`config.mk`:
```
export PLATFORM = sky130hd
export DESIGN_NAME = gbcb_front
export DESIGN_NICKNAME = d
export VERILOG_FILES = /design/src/design/gbcb_pkg.sv /design/src/design/gbcb_front.sv
export SDC_FILE = /design/constraint.sdc
export NUM_CORES = 1
export LEC_CHECK = 0
export BUFFER_PORTS_ARGS = -buffer_cell sky130_fd_sc_hd__buf_2
export CAP_MARGIN = 10
export CORE_MARGIN = 8
export CORE_UTILIZATION = 40
export CTS_BUF_LIST = sky130_fd_sc_hd__clkbuf_4 sky130_fd_sc_hd__clkbuf_8
export CTS_CLUSTER_SIZE = 30
export DETAILED_ROUTE_END_ITERATION = 7
export HOLD_SLACK_MARGIN = 0.12
export MAX_ROUTING_LAYER = met4
export PLACE_DENSITY = 0.67
export SLEW_MARGIN = 15
export SYNTH_ARGS = -nofsm -noshare
export SYNTH_HDL_FRONTEND = slang
export SYNTH_SLANG_ARGS = --single-unit
```
`constraint.sdc`:
```
create_clock -name clk_i -period 6.3 [get_ports clk_i]
set_input_delay 1.26 -clock clk_i [delete_from_list [all_inputs] [get_ports clk_i]]
set_output_delay 1.26 -clock clk_i [all_outputs]
set_load 0.02 [all_outputs]
```
`src/design/gbcb_pkg.sv`:
```
// Shared types, constants and helpers for the grid best-corner bucketing block.
// Used by every module of the block except gbcb_ram; depends on nothing.
`timescale 1ns / 1ps

package gbcb_pkg;

  localparam int unsigned MAX_CELLS_DEF = 1024;
  localparam int unsigned MAX_LEVELS    = 8;
  localparam int unsigned COORD_BITS    = 12;
  localparam int unsigned LVL_W         = 3;
  localparam int unsigned SCORE_W       = 32;
  localparam int unsigned GEOM_W        = 11;
  localparam int unsigned CS_W          = 8;
  localparam int unsigned IDX_OUT_W     = 10;
  // Full-resolution coordinate before the overflow check: 12 bits shifted by up to 7
  localparam int unsigned FULL_W        = COORD_BITS + (1 << LVL_W) - 1;
  localparam int unsigned POS_W         = 2 * COORD_BITS + LVL_W;
  localparam int unsigned PROD_W        = 2 * GEOM_W;
  localparam int unsigned CELL_FIELD_W  = 16;
  // Memory word: occupied, valid, best score, best position
  localparam int unsigned WORD_W        = 2 + SCORE_W + POS_W;
  localparam int unsigned QUEUE_DEPTH   = 2;

  localparam logic [SCORE_W-1:0] THR_RESET  = '0;
  localparam logic [CS_W-1:0]    CS_RESET   = 8'd30;
  localparam logic [GEOM_W-1:0]  COLS_RESET = 11'd22;
  localparam logic [GEOM_W-1:0]  ROWS_RESET = 11'd16;

  typedef enum logic [1:0] {
    ACT_MARK  = 2'd0,
    ACT_CAND  = 2'd1,
    ACT_DRAIN = 2'd2
  } action_e;

  typedef enum logic [1:0] {
    REG_THRESHOLD = 2'd0,
    REG_CELL_SIZE = 2'd1,
    REG_GRID_COLS = 2'd2,
    REG_GRID_ROWS = 2'd3
  } reg_idx_e;

  typedef enum logic [1:0] {
    Q_MARK,
    Q_CAND,
    Q_DRAIN
  } q_kind_e;

  typedef enum logic [2:0] {
    F_IDLE,
    F_DIV,
    F_CHK,
    F_IDX,
    F_PUSH
  } front_state_e;

  typedef enum logic [1:0] {
    B_CLEAR,
    B_IDLE,
    B_EXEC
  } back_state_e;

  typedef struct packed {
    logic [1:0]            action;
    logic [COORD_BITS-1:0] x_level;
    logic [COORD_BITS-1:0] y_level;
    logic [LVL_W-1:0]      pyr_level;
    logic [SCORE_W-1:0]    score;
  } in_item_t;

  typedef struct packed {
    logic [IDX_OUT_W-1:0]  cell_index;
    logic                  found;
    logic [COORD_BITS-1:0] corner_x;
    logic [COORD_BITS-1:0] corner_y;
    logic [LVL_W-1:0]      corner_level;
    logic                  last;
  } out_item_t;

  // Effective geometry, zero registers already replaced by one
  typedef struct packed {
    logic [CS_W-1:0]   side;
    logic [GEOM_W-1:0] cols;
    logic [GEOM_W-1:0] rows;
  } geom_t;

  // Located item passed from front to back
  typedef struct packed {
    q_kind_e                 kind;
    logic [CELL_FIELD_W-1:0] slot;
    logic [SCORE_W-1:0]      score;
    logic [POS_W-1:0]        pos;
  } q_item_t;

  // Cells in use: product capped at the store depth
  function automatic logic [PROD_W-1:0] cap_cells(logic [PROD_W-1:0] prod,
                                                  logic [PROD_W-1:0] limit);
    cap_cells = (prod > limit) ? limit : prod;
  endfunction

endpackage

```
`src/design/gbcb_front.sv`:
```
// Front end: accepts items, scales coordinates, finds the cell with a
// bit-serial divider and pushes located items. Depends on gbcb_pkg.
`timescale 1ns / 1ps

module gbcb_front #(
  parameter int unsigned MaxCells = gbcb_pkg::MAX_CELLS_DEF,
  parameter int unsigned TotW     = $clog2(MaxCells + 1)
) (
  input  logic                      clk_i,
  input  logic                      rst_ni,
  input  logic                      go_i,
  input  gbcb_pkg::in_item_t        item_i,
  input  gbcb_pkg::geom_t           geom_i,
  input  logic [TotW-1:0]           total_i,
  output logic                      busy_o,
  output logic                      push_o,
  output gbcb_pkg::q_item_t         push_item_o,
  input  logic                      full_i
);
  import gbcb_pkg::*;

  localparam int unsigned CntW = $clog2(FULL_W);

  front_state_e             st_q, st_d;
  logic [FULL_W-1:0]        xd_q, xd_d, yd_q, yd_d;
  logic [CS_W:0]            xr_q, xr_d, yr_q, yr_d;
  logic [CntW-1:0]          cnt_q, cnt_d;
  q_kind_e                  kind_q, kind_d;
  logic [SCORE_W-1:0]       score_q, score_d;
  logic [POS_W-1:0]         pos_q, pos_d;
  logic                     bad_q, bad_d;
  logic [GEOM_W-1:0]        r_q, r_d, c_q, c_d;
  logic                     ingrid_q, ingrid_d;
  logic [CELL_FIELD_W-1:0]  cell_q, cell_d;

  logic [FULL_W-1:0]        fx, fy;
  logic [CS_W:0]            xr_sh, yr_sh;
  logic                     xq_bit, yq_bit;
  logic [PROD_W-1:0]        k_w;
  logic                     lvl_ok;

  // Scale to full resolution
  assign fx = FULL_W'(item_i.x_level) << item_i.pyr_level;
  assign fy = FULL_W'(item_i.y_level) << item_i.pyr_level;
  assign lvl_ok = ({1'b0, item_i.pyr_level} < (LVL_W + 1)'(MAX_LEVELS));

  // One restoring divide step per cycle on each coordinate
  assign xr_sh  = {xr_q[CS_W-1:0], xd_q[FULL_W-1]};
  assign yr_sh  = {yr_q[CS_W-1:0], yd_q[FULL_W-1]};
  assign xq_bit = (xr_sh >= {1'b0, geom_i.side});
  assign yq_bit = (yr_sh >= {1'b0, geom_i.side});

  assign k_w = PROD_W'(r_q) * PROD_W'(geom_i.cols) + PROD_W'(c_q);

  always_ff @(posedge clk_i or negedge rst_ni) begin
    if (!rst_ni) begin
      st_q <= F_IDLE;
    end else begin
      st_q <= st_d;
    end
  end

  always_ff @(posedge clk_i) begin
    xd_q     <= xd_d;
    yd_q     <= yd_d;
    xr_q     <= xr_d;
    yr_q     <= yr_d;
    cnt_q    <= cnt_d;
    kind_q   <= kind_d;
    score_q  <= score_d;
    pos_q    <= pos_d;
    bad_q    <= bad_d;
    r_q      <= r_d;
    c_q      <= c_d;
    ingrid_q <= ingrid_d;
    cell_q   <= cell_d;
  end

  always_comb begin
    st_d     = st_q;
    xd_d     = xd_q;
    yd_d     = yd_q;
    xr_d     = xr_q;
    yr_d     = yr_q;
    cnt_d    = cnt_q;
    kind_d   = kind_q;
    score_d  = score_q;
    pos_d    = pos_q;
    bad_d    = bad_q;
    r_d      = r_q;
    c_d      = c_q;
    ingrid_d = ingrid_q;
    cell_d   = cell_q;
    push_o   = 1'b0;
    case (st_q)
      F_IDLE: begin
        // Take the item and classify it
        if (go_i) begin
          xd_d    = fx;
          yd_d    = fy;
          xr_d    = '0;
          yr_d    = '0;
          cnt_d   = CntW'(FULL_W - 1);
          score_d = item_i.score;
          pos_d   = {item_i.pyr_level, fy[COORD_BITS-1:0], fx[COORD_BITS-1:0]};
          cell_d  = '0;
          case (action_e'(item_i.action))
            ACT_MARK: begin
              kind_d = Q_MARK;
              bad_d  = !lvl_ok;
              st_d   = F_DIV;
            end
            ACT_CAND: begin
              kind_d = Q_CAND;
              bad_d  = !lvl_ok || (fx[FULL_W-1:COORD_BITS] != '0)
                       || (fy[FULL_W-1:COORD_BITS] != '0);
              st_d   = F_DIV;
            end
            ACT_DRAIN: begin
              kind_d = Q_DRAIN;
              bad_d  = 1'b0;
              st_d   = F_PUSH;
            end
            default: begin
              st_d = F_IDLE;
            end
          endcase
        end
      end
      F_DIV: begin
        // Shift the quotient into the dividend registers
        xr_d = xq_bit ? (xr_sh - {1'b0, geom_i.side}) : xr_sh;
        yr_d = yq_bit ? (yr_sh - {1'b0, geom_i.side}) : yr_sh;
        xd_d = {xd_q[FULL_W-2:0], xq_bit};
        yd_d = {yd_q[FULL_W-2:0], yq_bit};
        cnt_d = cnt_q - 1'b1;
        if (cnt_q == '0) begin
          st_d = F_CHK;
        end
      end
      F_CHK: begin
        // Check column and row against the grid
        ingrid_d = (xd_q < FULL_W'(geom_i.cols)) && (yd_q < FULL_W'(geom_i.rows));
        c_d      = xd_q[GEOM_W-1:0];
        r_d      = yd_q[GEOM_W-1:0];
        st_d     = F_IDX;
      end
      F_IDX: begin
        // Form the cell index and drop flagged items and items outside the cells in use
        cell_d = k_w[CELL_FIELD_W-1:0];
        if (ingrid_q && !bad_q && (k_w < PROD_W'(total_i))) begin
          st_d = F_PUSH;
        end else begin
          st_d = F_IDLE;
        end
      end
      F_PUSH: begin
        // Hold until the queue has room
        if (!full_i) begin
          push_o = 1'b1;
          st_d   = F_IDLE;
        end
      end
      default: begin
        st_d = F_IDLE;
      end
    endcase
  end

  assign busy_o      = (st_q != F_IDLE);
  assign push_item_o = '{kind: kind_q, slot: cell_q, score: score_q, pos: pos_q};

endmodule

```
Word level (Yosys, flattened, before mapping) --
Index checks and enable logic that the tools add are counted.
Operators by class: add/subtract/negate cells 4, multiply operators 1, magnitude comparators 5, equal/unequal tests 9, shift operators 2, multiplexer cells 23, reduce and logical (&&, ||, !) cells 23
Operator list (number):
- 19-bit case mux with 2 select lines | 2
- 19-bit by 11-bit < comparator with 1-bit output | 2
- 19-bit two-way mux | 2
- 12-bit by 3-bit left shift with 19-bit output | 2
- 16-bit case mux with 2 select lines | 1
- 8-bit case mux with 2 select lines | 2
- 8-bit two-way mux | 3
- 22-bit by 11-bit adder with 22-bit output | 1
- 22-bit by 11-bit < comparator with 1-bit output | 1
- 11-bit by 11-bit multiplier with 22-bit output | 1
- 9-bit by 8-bit greater-or-equal comparator with 1-bit output | 2
- 16-bit two-way mux | 1
- 8-bit subtractor | 2
- 3-bit case mux with 5 select lines | 1
- 7-bit nonzero test | 2
- 3-bit two-way mux | 4
- 5-bit case mux with 2 select lines | 1
- 3-bit AND reduction | 3
- 3-bit by 2-bit == test with 1-bit output (second input constant) | 2
- 2-bit != test (second input constant) | 3
- 2-bit case mux with 3 select lines | 1
- 3-bit case mux with 2 select lines | 1
- 2-bit AND reduction | 3
- 2-bit nonzero test | 3
- other kinds (16) | 21
Word-level totals: flip-flop bits (word level) 163, input bits 106, output and inout bits 79, logic and storage cells 81

Longest topological paths before layout --
Gate-level depths: netlist of the first run.
depth after elaboration 6, gate-level depth with buffers 25, mapped depth without buffers 24

Worst setup path after synthesis of the first run --
No wires, ideal clock.
path kind input port to flip-flop, from in geom_i[15] (netlist name), to reg st_q[2], setup time 66 ps, arrival 7101 ps, data required time 6234 ps, setup slack -867 ps, stages on the path 24, buffers on the path 1, path through clkbuf_1 nand2_1 fa_1 inv_1 fa_1 fa_1 fa_1 inv_1 fa_1 inv_1 ha_1 and2_4 a221oi_4 nand2_1 xor2_1 ha_1 a21oi_1 o21ai_0 a22o_1 a311o_1 nor4_1 nand4_1 or4b_1 nand2_1
On the way: cells in the longest elaborated chain, start to end 6
RTL lines:
- start, declared | line gbcb_front.sv:13 | input gbcb_pkg::geom_t geom_i,
- 11-bit by 11-bit multiplier with 22-bit output | line gbcb_front.sv:53 | assign k_w = PROD_W'(r_q) * PROD_W'(geom_i.cols) + PROD_W'(c_q);
- 22-bit by 11-bit adder with 22-bit output | line gbcb_front.sv:53
- net k_w[9] | line gbcb_front.sv:39 | logic [PROD_W-1:0] k_w;
- 22-bit by 11-bit < comparator with 1-bit output | line gbcb_front.sv:151 | if (ingrid_q && !bad_q && (k_w < PROD_W'(total_i))) begin
- 1-bit logical AND | line gbcb_front.sv:151
- 3-bit two-way mux | line gbcb_front.sv:151
- 3-bit case mux with 5 select lines | line gbcb_front.sv:95 | case (st_q)
- end signal, assigned | line gbcb_front.sv:59 | st_q <= st_d;
- end, declared | line gbcb_front.sv:24 | front_state_e st_q, st_d;
The timed path passes the listed nets, and every way through them passes these cells. A chain may end at the register's enable or synchronous reset.

Final worst setup path of the first run --
from in geom_i[13] (netlist name), to reg st_q[2]
Same word-level chain as after synthesis.

==> run summary, run 1 <==
Worst Setup Start Kind - primary input
minimum clock period - 6.29 ns
Unique masters post-synth - 63
# diodes - 0
post-layout util - 48.1%
CTS H-Tree Depth - 4
Die Y - 194 um
maximum number of pins on one net before global-route repair - 60
clk sink count - 163
First DRT Iteration DRCs - 698
Synth area leader - edfxtp_1
max-capacitance violation count - 0
Fmax - 159 MHz
mean area per synthesized cell - 10.2 um^2
Power Total - 6.76 mW
Core Region - 0.0315 mm^2
FP Rows - 65
Critical path buffers and inverters - 5
first-pass GRT wire length - 51,800 um
grt ovf - 0
CP cell instances - buf_4 > nand2_4 > fa_1 > inv_1 > fa_2 > fa_1 > fa_1 > inv_1 > fa_1 > inv_2 > ha_4 > buf_4 > nor2_1 > nor2_1 > a31oi_2 > xnor2_1 > ha_2 > or4b_4 > a21oi_2 > nand4_1 > nor4_2 > nand4_1 > or4b_1 > nand2_1
pwr dens - 446 mW/mm^2
CP peak stage delay - 0.55 ns
Setup-failing EPs final - 0
placed cell count - 1,855
Layout Cells excl Fill - 1,888
Net Count, Synth - 1,550
worst hold path depth - 0
Hold Startpoint - yd_q[9]
gpl congestion - 0.898
most frequent cells after synthesis - 184 x inv_1, 160 x edfxtp_1, 160 x nand2_1
Setup CP Type - primary input to flop
R2R Path End - st_q[2]
Tcrit/Tclk final - 99.8%
VDD IR max - 0.229 mV
Max FO, Critical Path - 7
vias - 9,620
fin. max-slew vios - 0
total track usage - 17.4%
clk buf depth - 2
sequential area share after synthesis - 38.3%
Initial Utilization - 40.5%
Clk Latency, worst-skew pair - 0.49 ns
RSZ-0062 raised after global routing - true
root buf cell - clkbuf_8
Die ar. - 0.0378 mm^2
final layout net count - 1,779
Area Growth Syn to Fin - 19.0%
area share of the largest cell type after synthesis - 37.7%
final wirelength - 32,300 um
Synthesis Warnings - 0
ANT nets after route - 0
cts hold-fix bufs - 0
Yosys reg bits - 163
Post-Synthesis Cell Area - 0.0127 mm^2
CTS tree - built
Hold Vio Cnt, Final - 0
top-level port count - 185
top cells by area, synth - edfxtp_1 38%, fa_1 15%, ha_1 11%, inv_1 5.4%, nand2_1 4.7%
CP required - 6.74 ns
number of synthesized flops with an enable pin - 160
worst rel slew slack - 41.1%
top_reg_cell synth - edfxtp_1
Arr. time, crit path - 6.73 ns
Placement Setup Slack - -0.772 ns
most frequent cell after synthesis - inv_1
clock-pin slew on the worst setup and hold paths - 0.13 ns
DP HPWL - 25,900 um
clk_skew - 0.0294 ns
DR vias/cell - 5.10
CP max-delay cell - fa_1
die width - 194 um
Leakage - 7.02 nW
hold slack - 0.490 ns
Worst R2R Setup Slack - 0.28 ns
Critical Path End Type - flop
number of global-route vias before repair - 10.0k
final worst setup slack - 0.0100 ns
cell mode on critical path - fa_1
DRC Markers - 0
Port Buffers - 184
asr flop ratio synth - 1.84%
CTS Buf Count - 17
fillers - 2,922
worst r2r src - r_q[5]
hold endpoint - r_q[9]
hold crit path type - flop to flop
antenna violations before repair - 0
Worst-Margin Slew - 0.881 ns
Pre-antenna DRT Iters - 6
Register-to-Register Path Depth - 20
CP delay by family, top - adder cells
Mapped Cells - 1,244
drt wl/cell - 17.1 um
outcome - completed
layout cells sized above 1 - 23.8%
==> cells by family after synthesis <==
kind of cell	after synthesis	synth area share, %
fa+ha+maj	200	25.1
mux	56	4.64
buf+inv	236	6.99
xor+xnor	18	1.24
simple gates	407	14.9
compound gates	164	8.83
flops	163	38.3
==> placed cells by master, fill, tap and decap left out, drive strengths merged, types with 3 or more instances in the layout <==
master  Yosys  routed
nand2     160     160
nand4      17      17
nor2b      19      19
o22ai       4       4
inv       184     193
edfxtp    160     160
fa         93      93
mux2       24      24
a221oi      3       3
dfrtp       3       3
o21bai      5       5
a31oi       3       3
buf         5     262
or2         3       3
and2       43      43
mux2i      32      32
xnor2      13      13
a21oi      39      39
nor3b       3       3
o21ai      45      45
a22oi       4       4
clkinv      0       6
clkbuf     47      17
ha        107     107
a21boi      5       5
a21o       17      17
nor4        8       8
nor2      103     103
and3        3       3
o31ai       4       4
a211oi     14      14
o311ai      3       3
xor2        5       5
nor4b       4       4
nand2b     12      12
nor3       14      14
nand3       9       9
==> through the flow <==
step                TNS [ns]  cell area [um^2]
floorplan             -0.402             12800
global placement      -0.615             14600
detailed placement    -0.831             14600
CTS                        0             15100
global route          -0.336             15200
finish                     0             15200
==> worst max path at each step <==
stage	startpoint	end	slack [ns]	cells after the start
6_report	geom_i[13]	st_q[2]	0.01	24
5_1_grt	geom_i[14]	st_q[2]	-0.34	24
4_1_cts	geom_i[15]	st_q[2]	0.01	21
3_5_place_dp	geom_i[15]	st_q[2]	-0.77	22
3_3_place_gp	geom_i[13]	st_q[2]	-0.62	24
2_1_floorplan	geom_i[13]	st_q[2]	-0.40	24
==> power breakdown <==
| group | internal [mW] | switching [mW] | total, mW |
|---|---|---|---|
| Clock | 0.329 | 0.538 | 0.868 |
| Sequential | 1.69 | 0.191 | 1.88 |
| Combinational | 1.84 | 2.17 | 4.01 |
| Total | 3.86 | 2.90 | 6.76 |
==> registers in the layout, indices dropped and copies added, names as in the netlist <==
signal / cells
st_q: 3
kind_q: 2
ingrid_q: 1
cnt_q: 5
pos_q: 27
bad_q: 1
xr_q: 8
yd_q: 19
score_q: 32
c_q: 11
yr_q: 8
xd_q: 19
cell_q: 16
r_q: 11
==> routing by layer <==
layer | wire length [um] | GRT usage [%] | share of wire, %
met4 | 455 | 3.93 | 1.4
met5 | 0 | - | 0
met3 | 1970 | 4.15 | 6.1
met2 | 15200 | 28.0 | 47
met1 | 14700 | 22.0 | 45
==> layout make-up <==
class / count / area [um^2] / share of cell area [%]
Sequential cell: 163 / 4880 / 32.2
Timing Repair Buffer: 262 / 1520 / 10.0
Inverter: 184 / 691 / 4.56
Tap cell: 402 / 503 / 3.32
Clock inverter: 15 / 228 / 1.50
Multi-Input combinational cell: 845 / 7100 / 46.9
Clock buffer: 17 / 234 / 1.54
==> repair_timing <==
item | CTS | global route
gates resized for setup | 16 | 1
pin swaps | 14 | 1
setup buffers | 1 | 0
endpoints found under the setup margin | 1 | 1
No activity file was read; power rests on OpenSTA's default activity.
==> run 2, diff against run 1 <==
--- a/config.mk
+++ b/config.mk
@@ -8,13 +8,13 @@
 export BUFFER_PORTS_ARGS = -buffer_cell sky130_fd_sc_hd__buf_2
 export CAP_MARGIN = 10
 export CORE_MARGIN = 8
-export CORE_UTILIZATION = 40
+export CORE_UTILIZATION = 29
 export CTS_BUF_LIST = sky130_fd_sc_hd__clkbuf_4 sky130_fd_sc_hd__clkbuf_8
 export CTS_CLUSTER_SIZE = 30
 export DETAILED_ROUTE_END_ITERATION = 7
 export HOLD_SLACK_MARGIN = 0.12
 export MAX_ROUTING_LAYER = met4
-export PLACE_DENSITY = 0.67
+export PLACE_DENSITY = 0.53
 export SLEW_MARGIN = 15
 export SYNTH_ARGS = -nofsm -noshare
 export SYNTH_HDL_FRONTEND = slang
==> run 2 against run 1 <==
Non-clock buffer count is 3 higher. Core utilization shrank 12 points. Sequential share of layout area is 0.73 points lower. Fmax is 2.4% higher. Combinational power up 4%. Cell count rose by 9.9%. Sequential power is essentially flat. Worst setup slack gained 0.15 ns. First-iteration DRC count shrank 30%. Global-route usage fell by 3.1 points. Highest routed layer unchanged. Clock-buffer cell count unchanged. Critical endpoint unchanged.
==> run summary, run 2 (synthesized netlist as in run 1, its figures left out) <==
Area Growth Syn to Fin - 21.7%
post-layout util - 35.9%
die width - 226 um
DRC Markers - 0
total track usage - 14.2%
gpl congestion - 0.864
outcome - completed
Critical Path End Type - flop
Setup-failing EPs final - 0
VDD IR max - 0.211 mV
R2R Path End - st_q[2]
max FFs per register - 32
register bank with the most flops - score_q
Sequential Power Share - 27.5%
Fmax - 163 MHz
vias - 9,429
net load switching power - 2.98 mW
CTS Buf Count - 17
top-level port count - 185
Leakage - 7.04 nW
Layout Cells excl Fill - 2,074
root buf cell - clkbuf_8
clock power share - 11.9%
final worst setup slack - 0.157 ns
FP Rows - 76
Metal-1 WL - 16,100 um
Port Buffers - 184
Die Y - 226 um
max layer used - met4
most common cell after layout, fill and taps aside - buf_2
Initial Utilization - 29.5%
pwr dens - 443 mW/mm^2
fin. max-slew vios - 0
clock-pin slew on the worst setup and hold paths - 0.11 ns
maximum number of pins on one net before global-route repair - 60
Hold Vio Cnt, Final - 0
hold endpoint - r_q[10]
wire length on met2 - 16,500 um
final wirelength - 34,800 um
Tcrit/Tclk final - 97.5%
hold crit path type - flop to flop
clk buf depth - 2
Max FO, Critical Path - 9
placed cell count - 2,041
DR vias/cell - 4.55
Placement Setup Slack - -0.763 ns
fillers - 4,457
cts hold-fix bufs - 0
Power Total - 6.86 mW
clk_skew - 0.0215 ns
worst rel slew slack - 25.4%
Clk Latency, worst-skew pair - 0.53 ns
Pre-antenna DRT Iters - 5
Finished Cell Area - 0.0155 mm^2
Final TNS setup - 0 ns
Int Power - 3.89 mW
First DRT Iteration DRCs - 490
max-capacitance violation count - 0
Worst-Margin Slew - 1.11 ns
Top Registers - score_q: 32 flops, pos_q: 27 flops
CTS tree - built
worst hold path depth - 0
minimum clock period - 6.14 ns
CTS H-Tree Depth - 4
number of global-route vias before repair - 10.0k
grt ovf - 0
Arr. time, crit path - 6.62 ns
logic gate share of total power - 60.6%
Die ar. - 0.0509 mm^2
# diodes - 0
final layout net count - 1,782
CP required - 6.78 ns
antenna violations before repair - 0
layout cells sized above 1 - 25.5%
worst r2r src - r_q[1]
first-pass GRT wire length - 54,500 um
Setup CP Type - primary input to flop
hold slack - 0.506 ns
Worst R2R Setup Slack - 0.33 ns
Core Region - 0.0432 mm^2
Register-to-Register Path Depth - 24
clk sink count - 163
drt wl/cell - 16.8 um
DP HPWL - 28,000 um
Area after DPL - 0.0149 mm^2
ANT nets after route - 0
most frequent cells in the layout - 181 x buf_2, 179 x inv_1, 160 x edfxtp_1, 152 x nand2_1, 100 x nor2_1
Met3 Wirelength - 1780 um
Worst Setup Start Kind - primary input
Hold Startpoint - yd_q[10]
Net Sw Frac - 43.4%
## run 2: per-layer routing
metal	vias up	track usage, %
met3	28	3.94
met2	204	22.2
met1	4545	18.2
li1	4652	-
met4	0	3.54
met5	-	-
## run 2: area by class of cell
class	count	area, um^2	area share [%]
clock buffers	17	234	1.51
clock inverters	15	185	1.19
inverters	184	691	4.46
multi-input cells	845	7220	46.6
flip-flops and latches	163	4880	31.5
well taps	585	732	4.72
repair buffers	265	1560	10.1
## run 2: worst max-delay path, cell delays in order
cell     delay, ns
buf_8         0.10
nand2_4       0.05
fa_1          0.54
inv_1         0.05
fa_2          0.33
fa_1          0.47
fa_1          0.49
inv_1         0.05
fa_1          0.49
inv_2         0.05
ha_4          0.17
buf_4         0.15
nor2_4        0.10
nor2_4        0.05
a31oi_4       0.21
xnor2_2       0.11
ha_2          0.18
or4b_4        0.52
a21oi_2       0.11
nand4_1       0.12
nor4_2        0.31
nand4_1       0.12
or4b_1        0.51
nand2_1       0.07
## run 2: worst max path at each step
stage          slack, ns  endpoint        from  depth (start not counted)
2_1_floorplan      -0.40   st_q[2]  geom_i[13]                         24
3_3_place_gp       -0.68   st_q[2]  geom_i[13]                         23
3_5_place_dp       -0.76   st_q[2]  geom_i[13]                         23
4_1_cts            0.005   st_q[2]  geom_i[15]                         21
5_1_grt           -0.007   st_q[2]  geom_i[15]                         24
6_report            0.16   st_q[2]  geom_i[13]                         24
## run 2: repair_timing
| action | CTS | global route |
|---|---|---|
| resized for setup | 8 | 41 |
| endpoints found under the setup margin | 1 | 1 |
| pin swaps | 9 | 34 |
| buffers inserted | 0 | 1 |
## run 2: power by group through the flow
stage          clock network [mW]  registers (mW)  logic [mW]
4_1_cts                     0.864            1.89        3.96
3_5_place_dp                    0            1.91        3.93
3_3_place_gp                    0            1.91        3.89
6_report                    0.818            1.88        4.16
2_1_floorplan                   0            1.95        2.49
5_1_grt                     0.897            1.93        4.68
